==> src/rtl/tesq_pkg.sv <==
// Package for the timed event sorted queue: payload structs, opcodes, FSM states
// and the controller-to-datapath command and status structs. No dependencies.
`timescale 1ns / 1ps
`default_nettype none
package tesq_pkg;

    localparam logic [1:0] OP_AT     = 2'd0;
    localparam logic [1:0] OP_DELAY  = 2'd1;
    localparam logic [1:0] OP_REMOVE = 2'd2;

    typedef struct packed {
        logic [1:0]         opcode;
        logic [3:0]         event_id;
        logic [31:0]        due_tick;
        logic signed [31:0] delay;
        logic [31:0]        now_tick;
    } t_in_item;

    typedef struct packed {
        logic        head_valid;
        logic [3:0]  head_id;
        logic [31:0] head_due;
        logic        was_queued;
    } t_out_item;

    typedef enum logic [1:0] {
        ST_IDLE,
        ST_REMOVE,
        ST_INSERT,
        ST_OUT
    } t_state;

    typedef struct packed {
        logic load;
        logic remove;
        logic insert;
        logic result;
    } t_cmd;

    typedef struct packed {
        logic do_remove;
        logic do_insert;
    } t_status;

endpackage
`default_nettype wire

==> src/rtl/tesq_datapath.sv <==
// Datapath of the sorted queue: a chain of slot registers that shifts to remove
// or insert one event per cycle, plus queued flags. Depends on tesq_pkg.
`timescale 1ns / 1ps
`default_nettype none
module tesq_datapath #(
    parameter int MAX_EVENTS = 16
) (
    input  wire                 i_clk,
    input  wire                 i_rst_n,
    input  tesq_pkg::t_cmd      i_cmd,
    input  tesq_pkg::t_in_item  i_item,
    output tesq_pkg::t_status   o_status,
    output tesq_pkg::t_out_item o_result
);
    localparam int CW = $clog2(MAX_EVENTS + 1);

    logic [3:0]            r_id [MAX_EVENTS];
    logic [31:0]           r_tick [MAX_EVENTS];
    logic [15:0]           r_flag;
    logic [CW-1:0]         r_occ;
    tesq_pkg::t_in_item    r_item;
    logic                  r_was;
    logic                  r_known;
    tesq_pkg::t_out_item   r_result;

    logic [31:0]           w_new_tick;
    logic                  w_room;
    logic [MAX_EVENTS-1:0] w_match;
    logic [MAX_EVENTS-1:0] w_after;
    logic [MAX_EVENTS-1:0] w_used;
    logic [MAX_EVENTS-1:0] w_hit;
    logic [MAX_EVENTS-1:0] w_ins;
    logic [MAX_EVENTS-1:0] w_ge;
    logic [MAX_EVENTS-1:0] w_first;

    assign w_new_tick = (r_item.opcode == tesq_pkg::OP_AT) ? r_item.due_tick :
                        r_item.now_tick + r_item.delay;
    assign w_room = (r_occ < CW'(MAX_EVENTS));

    // Per-cell compares: the one holding the id, and those later than the new tick.
    always_comb begin
        for (int k = 0; k < MAX_EVENTS; k++) begin
            w_used[k]  = (CW'(k) < r_occ);
            w_match[k] = w_used[k] && (r_id[k] == r_item.event_id);
            w_after[k] = w_used[k] && (w_new_tick - r_tick[k] >= 32'h8000_0000);
        end
        // Wrap-aware order is not transitive, so the insert point is the first
        // later cell; w_ins covers that cell and every used cell after it.
        w_hit[0] = w_match[0];
        w_ins[0] = w_after[0];
        for (int k = 1; k < MAX_EVENTS; k++) begin
            w_hit[k] = w_match[k] || w_hit[k-1];
            w_ins[k] = w_used[k] && (w_after[k] || w_ins[k-1]);
        end
        for (int k = 0; k < MAX_EVENTS; k++) begin
            w_ge[k] = w_ins[k] || !w_used[k];
        end
        w_first[0] = w_ge[0];
        for (int k = 1; k < MAX_EVENTS; k++) begin
            w_first[k] = w_ge[k] && !w_ge[k-1];
        end
    end

    always_ff @(posedge i_clk) begin
        if (i_cmd.remove) begin
            for (int k = 1; k < MAX_EVENTS; k++) begin
                if (w_hit[k-1]) begin
                    r_id[k-1]   <= r_id[k];
                    r_tick[k-1] <= r_tick[k];
                end
            end
        end else if (i_cmd.insert && w_room) begin
            if (w_first[0]) begin
                r_id[0]   <= r_item.event_id;
                r_tick[0] <= w_new_tick;
            end
            for (int k = 1; k < MAX_EVENTS; k++) begin
                if (w_first[k]) begin
                    r_id[k]   <= r_item.event_id;
                    r_tick[k] <= w_new_tick;
                end else if (w_ge[k-1]) begin
                    r_id[k]   <= r_id[k-1];
                    r_tick[k] <= r_tick[k-1];
                end
            end
        end
    end

    always_ff @(posedge i_clk) begin
        if (!i_rst_n) begin
            r_flag <= '0;
            r_occ  <= '0;
        end else begin
            if (i_cmd.remove) begin
                r_occ <= r_occ - 1'b1;
            end
            if (i_cmd.insert && w_room) begin
                r_occ <= r_occ + 1'b1;
            end
            if (i_cmd.result && r_known) begin
                if (r_item.opcode == tesq_pkg::OP_AT || r_item.opcode == tesq_pkg::OP_DELAY) begin
                    r_flag[r_item.event_id] <= 1'b1;
                end else if (r_item.opcode == tesq_pkg::OP_REMOVE) begin
                    r_flag[r_item.event_id] <= 1'b0;
                end
            end
        end
    end

    always_ff @(posedge i_clk) begin
        if (i_cmd.load) begin
            r_item  <= i_item;
            r_known <= (32'(i_item.event_id) < 32'(MAX_EVENTS));
            r_was   <= (32'(i_item.event_id) < 32'(MAX_EVENTS)) &&
                       r_flag[i_item.event_id];
        end
        if (i_cmd.result) begin
            r_result.head_valid <= (r_occ != '0);
            r_result.head_id    <= (r_occ != '0) ? r_id[0] : 4'd0;
            r_result.head_due   <= (r_occ != '0) ? r_tick[0] : 32'd0;
            r_result.was_queued <= r_was;
        end
    end

    assign o_status.do_remove = r_known && r_was &&
        (r_item.opcode == tesq_pkg::OP_AT || r_item.opcode == tesq_pkg::OP_DELAY ||
         r_item.opcode == tesq_pkg::OP_REMOVE);
    assign o_status.do_insert = r_known &&
        (r_item.opcode == tesq_pkg::OP_AT || r_item.opcode == tesq_pkg::OP_DELAY);
    assign o_result = r_result;
endmodule
`default_nettype wire

==> src/rtl/tesq_ctrl.sv <==
// Controller of the sorted queue: sequences load, remove, insert and result
// steps and runs the output register handshake. Depends on tesq_pkg.
`timescale 1ns / 1ps
`default_nettype none
module tesq_ctrl (
    input  wire               i_clk,
    input  wire               i_rst_n,
    input  wire               i_valid,
    output logic              o_ready,
    output logic              o_valid,
    input  wire               i_ready,
    input  tesq_pkg::t_status i_status,
    output tesq_pkg::t_cmd    o_cmd
);
    tesq_pkg::t_state r_state, n_state;
    logic r_ovalid, n_ovalid;

    always_ff @(posedge i_clk) begin
        if (!i_rst_n) begin
            r_state  <= tesq_pkg::ST_IDLE;
            r_ovalid <= 1'b0;
        end else begin
            r_state  <= n_state;
            r_ovalid <= n_ovalid;
        end
    end

    always_comb begin
        n_state  = r_state;
        n_ovalid = r_ovalid;
        o_cmd    = '0;
        o_ready  = 1'b0;
        if (r_ovalid && i_ready) begin
            n_ovalid = 1'b0;
        end
        unique case (r_state)
            tesq_pkg::ST_IDLE: begin
                o_ready = 1'b1;
                if (i_valid) begin
                    o_cmd.load = 1'b1;
                    n_state    = tesq_pkg::ST_REMOVE;
                end
            end
            tesq_pkg::ST_REMOVE: begin
                o_cmd.remove = i_status.do_remove;
                n_state      = tesq_pkg::ST_INSERT;
            end
            tesq_pkg::ST_INSERT: begin
                o_cmd.insert = i_status.do_insert;
                n_state      = tesq_pkg::ST_OUT;
            end
            tesq_pkg::ST_OUT: begin
                // The result register is free only once the previous transfer is done.
                if (!r_ovalid || i_ready) begin
                    o_cmd.result = 1'b1;
                    n_ovalid     = 1'b1;
                    n_state      = tesq_pkg::ST_IDLE;
                end
            end
            default: n_state = tesq_pkg::ST_IDLE;
        endcase
    end

    assign o_valid = r_ovalid;
endmodule
`default_nettype wire

==> src/rtl/timed_event_sorted_queue_unit.sv <==
// Top level of the timed event sorted queue. Depends on tesq_pkg, tesq_ctrl
// and tesq_datapath.
`timescale 1ns / 1ps
`default_nettype none
// Keeps up to MAX_EVENTS event identifiers sorted by wrap-aware due tick, ties
// first in first out. Each item queues, requeues or removes one event and
// returns the head and whether that event was queued before. An item passes
// through these steps: the accepting edge captures it, the slot chain shifts
// out an old entry, then shifts in the new one, and then the result is
// registered. The slot chain moves one position per cycle, in its shift steps
// only, in every cell from the affected entry on at once. The next item is
// accepted while the previous result still waits, but its last step stalls
// until that result has been transferred.
module timed_event_sorted_queue_unit #(
    parameter int MAX_EVENTS = 16
) (
    input  wire                 i_clk,
    input  wire                 i_rst_n,
    input  wire                 i_valid,
    output logic                o_ready,
    input  tesq_pkg::t_in_item  i_item,
    output logic                o_valid,
    input  wire                 i_ready,
    output tesq_pkg::t_out_item o_item
);
    tesq_pkg::t_cmd    w_cmd;
    tesq_pkg::t_status w_status;

    tesq_ctrl u_ctrl (
        .i_clk, .i_rst_n, .i_valid, .o_ready, .o_valid, .i_ready,
        .i_status(w_status), .o_cmd(w_cmd)
    );

    tesq_datapath #(.MAX_EVENTS(MAX_EVENTS)) u_dp (
        .i_clk, .i_rst_n, .i_cmd(w_cmd), .i_item,
        .o_status(w_status), .o_result(o_item)
    );
endmodule
`default_nettype wire
==> config.mk <==
export PLATFORM = sky130hd
export DESIGN_NAME = timed_event_sorted_queue_unit
export DESIGN_NICKNAME = d
export VERILOG_FILES = /design/src/rtl/tesq_pkg.sv /design/src/rtl/tesq_datapath.sv /design/src/rtl/tesq_ctrl.sv /design/src/rtl/timed_event_sorted_queue_unit.sv
export SDC_FILE = /design/constraint.sdc
export NUM_CORES = 2
export LEC_CHECK = 0
export ABC_CLOCK_PERIOD_IN_PS = 15300
export BUFFER_PORTS_ARGS = -buffer_cell sky130_fd_sc_hd__buf_2
export CAP_MARGIN = 40
export CORE_MARGIN = 2
export CORE_UTILIZATION = 42
export DETAILED_ROUTE_END_ITERATION = 8
export PLACE_DENSITY = 0.56
export SYNTH_ARGS = -nofsm -noshare
export SYNTH_HDL_FRONTEND = slang
export SYNTH_SLANG_ARGS = --single-unit
==> constraint.sdc <==
create_clock -name i_clk -period 15.3 [get_ports i_clk]
set_input_delay 0.765 -clock i_clk [delete_from_list [all_inputs] [get_ports i_clk]]
set_output_delay 0.765 -clock i_clk [all_outputs]
set_load 0.02 [all_outputs]
==> summary.txt <==
Die
  • Core footprint: 0.118 mm^2
  • Initial Util: between 40 and 50%
  • Die width: 350 um
  • Die area: roughly 0.12 mm^2
  • Number of core rows: ~130
  • # IOs: 146
  • Chip Height: 350 um

Setup path
  • Worst EP arrival: between 9 and 10 ns
  • CP Launch Type: register
  • Setup crit end kind: register
  • Slowest stage cell, crit path: o311ai_0
  • Crit-path max FO: 36
  • Worst path max stage delay: about 0.75 ns
  • CP dominant cell by count: buf_4
  • Critical path class: reg -> reg
  • Critical Path RT: approximately 16 ns

Clock network
  • CTS tree: built
  • Clk Latency, worst-skew pair: about 0.7 ns
  • H-tree depth: 3
  • Post-CTS resize count: 0
  • CTS Sinks: around 740
  • Num CTS Buffers: 90
  • CTS hold repair buffers: 0
  • Root Driver: clkbuf_16
  • Max Root-Sink Buffers: 3
  • Post-CTS setup buffer count: 0
  • Register clock-pin slew on the reported worst setup and hold paths: 0.06 ns

Timing
  • WHS: 0.240 ns
  • Final worst path period share: 59.1%
  • Setup violators final: 0
  • Worst setup margin: around 6.3 ns
  • Final hold vios: 0
  • RSZ-0062 raised after global routing: false
  • Total Neg Setup Slack: 0 ns
  • Fmax: ~0.11 GHz
  • Pins Over Slew Limit: 0
  • Minimum clock period: around 9.0 ns
  • Final Skew: 0.0313 ns
  • Rel. slew slack: roughly 36%
  • Worst Tran Pin Value: between 0.9 and 1 ns

Place
  • Inst Count DP: 6,650
  • Dpl hpwl: 122,000 um
  • I/O Buffers: 145
  • Worst slack, placed: approximately 6.5 ns
  • Placer's final routability congestion estimate: ~0.9

Pwr
  • Pint: 0.00715 W
  • VDD IR-drop max: 0.153 mV
  • Sw frac: about 49%
  • Static leakage: around 24 nW
  • P_sw: between 0.006 and 0.007 W
  • Pwr Density: between 200 and 250 mW/mm^2
  • Logic gate share of total power: about three fifths
  • Clock power share: about 16%
  • Tot Pwr: ~0.014 W
  • Flop pwr share: roughly 24%

Synthesis
  • Post-synthesis sequential area ratio: 43.8%
  • Top FF cell, synth: edfxtp_1
  • Synth cell types: 99
  • Mapped Area: 0.0503 mm^2
  • Post-synthesis net count: roughly 5.7k
  • Avg Cell Area, Syn: between 9 and 10 um^2
  • Number of flops mapped to enable cells by yosys: roughly 720
  • FF+latch count, synth: 741
  • Syn Inst Count: approximately 5k
  • Post-synth ARST share: 0%
  • Synth warn: 0

Routing
  • DRC Markers: 0
  • Initial DRC count: 4,307
  • Routed len/inst: 25.1 um
  • Number of vias per cell: a little under 6
  • DR pass1 iterations: 6
  • Routed WL: 171,000 um
  • Post-route antenna net violation count: 0
  • Via Count: 40.7k

Global routing
  • Vias in the first global route: around 39k
  • Total grt overflow: 0
  • Total GRT Usage: a little over a quarter
  • First-pass GRT wire length: 254,000 um
  • Largest net degree at the start of global routing: about 130
  • Antenna violations before repair: 6

Layout
  • Non-Filler Instances: 6,819
  • Final #Nets: between 5k and 6k
  • Fill count: 11.1k
  • Area Growth Syn to Fin: 11.8%
  • Layout cells sized above 1: roughly a tenth

Outcome
  • Status: complete, no violations

Hold path
  • Worst min path class: in -> reg

Run
  • Max Cap Viol: 0
-- state kept, by name, summed over array words and instances, names as in the netlist, named ones only --
signal          cells
u_dp.r_tick       512
u_dp.r_item       102
u_dp.r_id          64
u_dp.o_result      38
u_dp.r_occ          5
u_ctrl.r_state      2
u_ctrl.o_valid      1
u_dp.r_was          1
-- cell families after synthesis --
| family | after synthesis | synth area share, % |
|---|---|---|
| compound gates | 1360 | 17.8 |
| xor+xnor | 104 | 1.84 |
| fa+ha+maj | 505 | 12.6 |
| buf+inv | 832 | 6.51 |
| flops | 741 | 43.8 |
| mux | 283 | 5.84 |
| simple gates | 1258 | 11.7 |
-- worst max-delay path, delay by kind of cell, from the launching register on --
kind | cells | cell delay (ns)
AND/OR/NAND/NOR | 8 | 1.93
XOR/XNOR | 3 | 0.95
buffers and inverters | 5 | 1.60
adder cells (fa/ha/maj) | 3 | 0.75
flip-flops | 1 | 0.37
AO/OA/AOI/OAI | 9 | 2.90
-- path summary, 6_finish.rpt --
| check | from | to | slack (ns) | cells past startpoint |
|---|---|---|---|---|
| worst max-delay path | u_dp.r_item[0] | u_dp.r_tick[0][103] | 6.26 | 28 |
| worst min-delay path | i_item[60] | u_dp.r_item[60] | 0.24 | 1 |
| worst max register to register | u_dp.r_item[0] | u_dp.r_tick[0][103] | 6.26 | 28 |
| worst min register to register | register | register | 0.50 | 1 |
-- placed cells by master, fill, tap and decap left out, drive strengths merged, types with 30 or more instances in the layout --
master / n
mux2i: 245
nand2: 369
o2111ai: 36
o31ai: 34
a21oi: 333
o22ai: 103
ha: 504
mux2: 33
a211oi: 48
o21ai: 352
nand2b: 44
clkbuf: 117
o211a: 30
o21a: 41
inv: 531
clkinv: 42
nor2b: 36
a221o: 43
nand4: 51
nor2: 396
a2bb2oi: 51
buf: 269
a21o: 73
xor2: 47
a22oi: 32
edfxtp: 717
nor3: 109
xnor2: 56
nand3: 80
-- power groups by stage --
stage,Clock [W],Combinational (W),Sequential [W]
finish,0.00216,0.00838,0.00340
global route,0.00226,0.00919,0.00343
CTS,0.00219,0.00830,0.00339
detailed placement,0,0.00825,0.00342
global placement,0,0.00804,0.00343
floorplan,0,0.00531,0.00329
-- Yosys cell counts (27+ instances only) --
| cell type | n | area [um^2] |
|---|---|---|
| a2bb2oi_1 | 51 | 447 |
| o211ai_1 | 27 | 203 |
| o21ai_0 | 340 | 1700 |
| xor2_1 | 47 | 412 |
| ha_1 | 504 | 6310 |
| edfxtp_1 | 717 | 21500 |
| o31ai_1 | 34 | 255 |
| a21oi_1 | 331 | 1660 |
| o22ai_1 | 102 | 638 |
| nand2b_1 | 44 | 275 |
| a21o_1 | 73 | 548 |
| nor3_1 | 108 | 541 |
| o21a_1 | 41 | 308 |
| nor2_1 | 394 | 1480 |
| nor2b_1 | 36 | 225 |
| nand3_1 | 80 | 400 |
| nor3b_1 | 27 | 203 |
| a22oi_1 | 32 | 240 |
| o211a_1 | 29 | 290 |
| o2111ai_1 | 36 | 315 |
| buf_2 | 41 | 205 |
| mux2i_1 | 245 | 2450 |
| inv_1 | 527 | 1980 |
| a211oi_1 | 47 | 353 |
| clkbuf_1 | 235 | 882 |
| nand2_1 | 368 | 1380 |
| xnor2_1 | 56 | 490 |
| a221oi_1 | 27 | 236 |
| nand4_1 | 51 | 319 |
| a221o_1 | 43 | 430 |
-- cell type report --
cell class | count | area (um^2) | share of cell area (%)
Antenna cell | 1 | 2.50 | 0.00445
Clock buffer | 116 | 2440 | 4.35
Clock inverter | 51 | 472 | 0.839
Inverter | 530 | 1990 | 3.55
Multi-Input combinational cell | 3510 | 25500 | 45.3
Sequential cell | 741 | 22000 | 39.2
Tap cell | 1600 | 2000 | 3.56
Timing Repair Buffer | 270 | 1820 | 3.24
-- metrics by stage --
stage	utilization [%]	instance area [um^2]
floorplan	-	50300
global placement	44.8	53000
detailed placement	45.0	53300
CTS	47.5	56200
global route	47.5	56200
finish	47.5	56200
-- metal layers --
metal | vias up | wire [um] | track usage (%)
met2 | 1505 | 77800 | 43.7
met3 | 286 | 11900 | 4.52
met4 | 4 | 6980 | 10.7
met5 | - | 25 | 0
li1 | 18900 | - | -
met1 | 20000 | 74200 | 37.3
(Power assumes the default switching activity.)
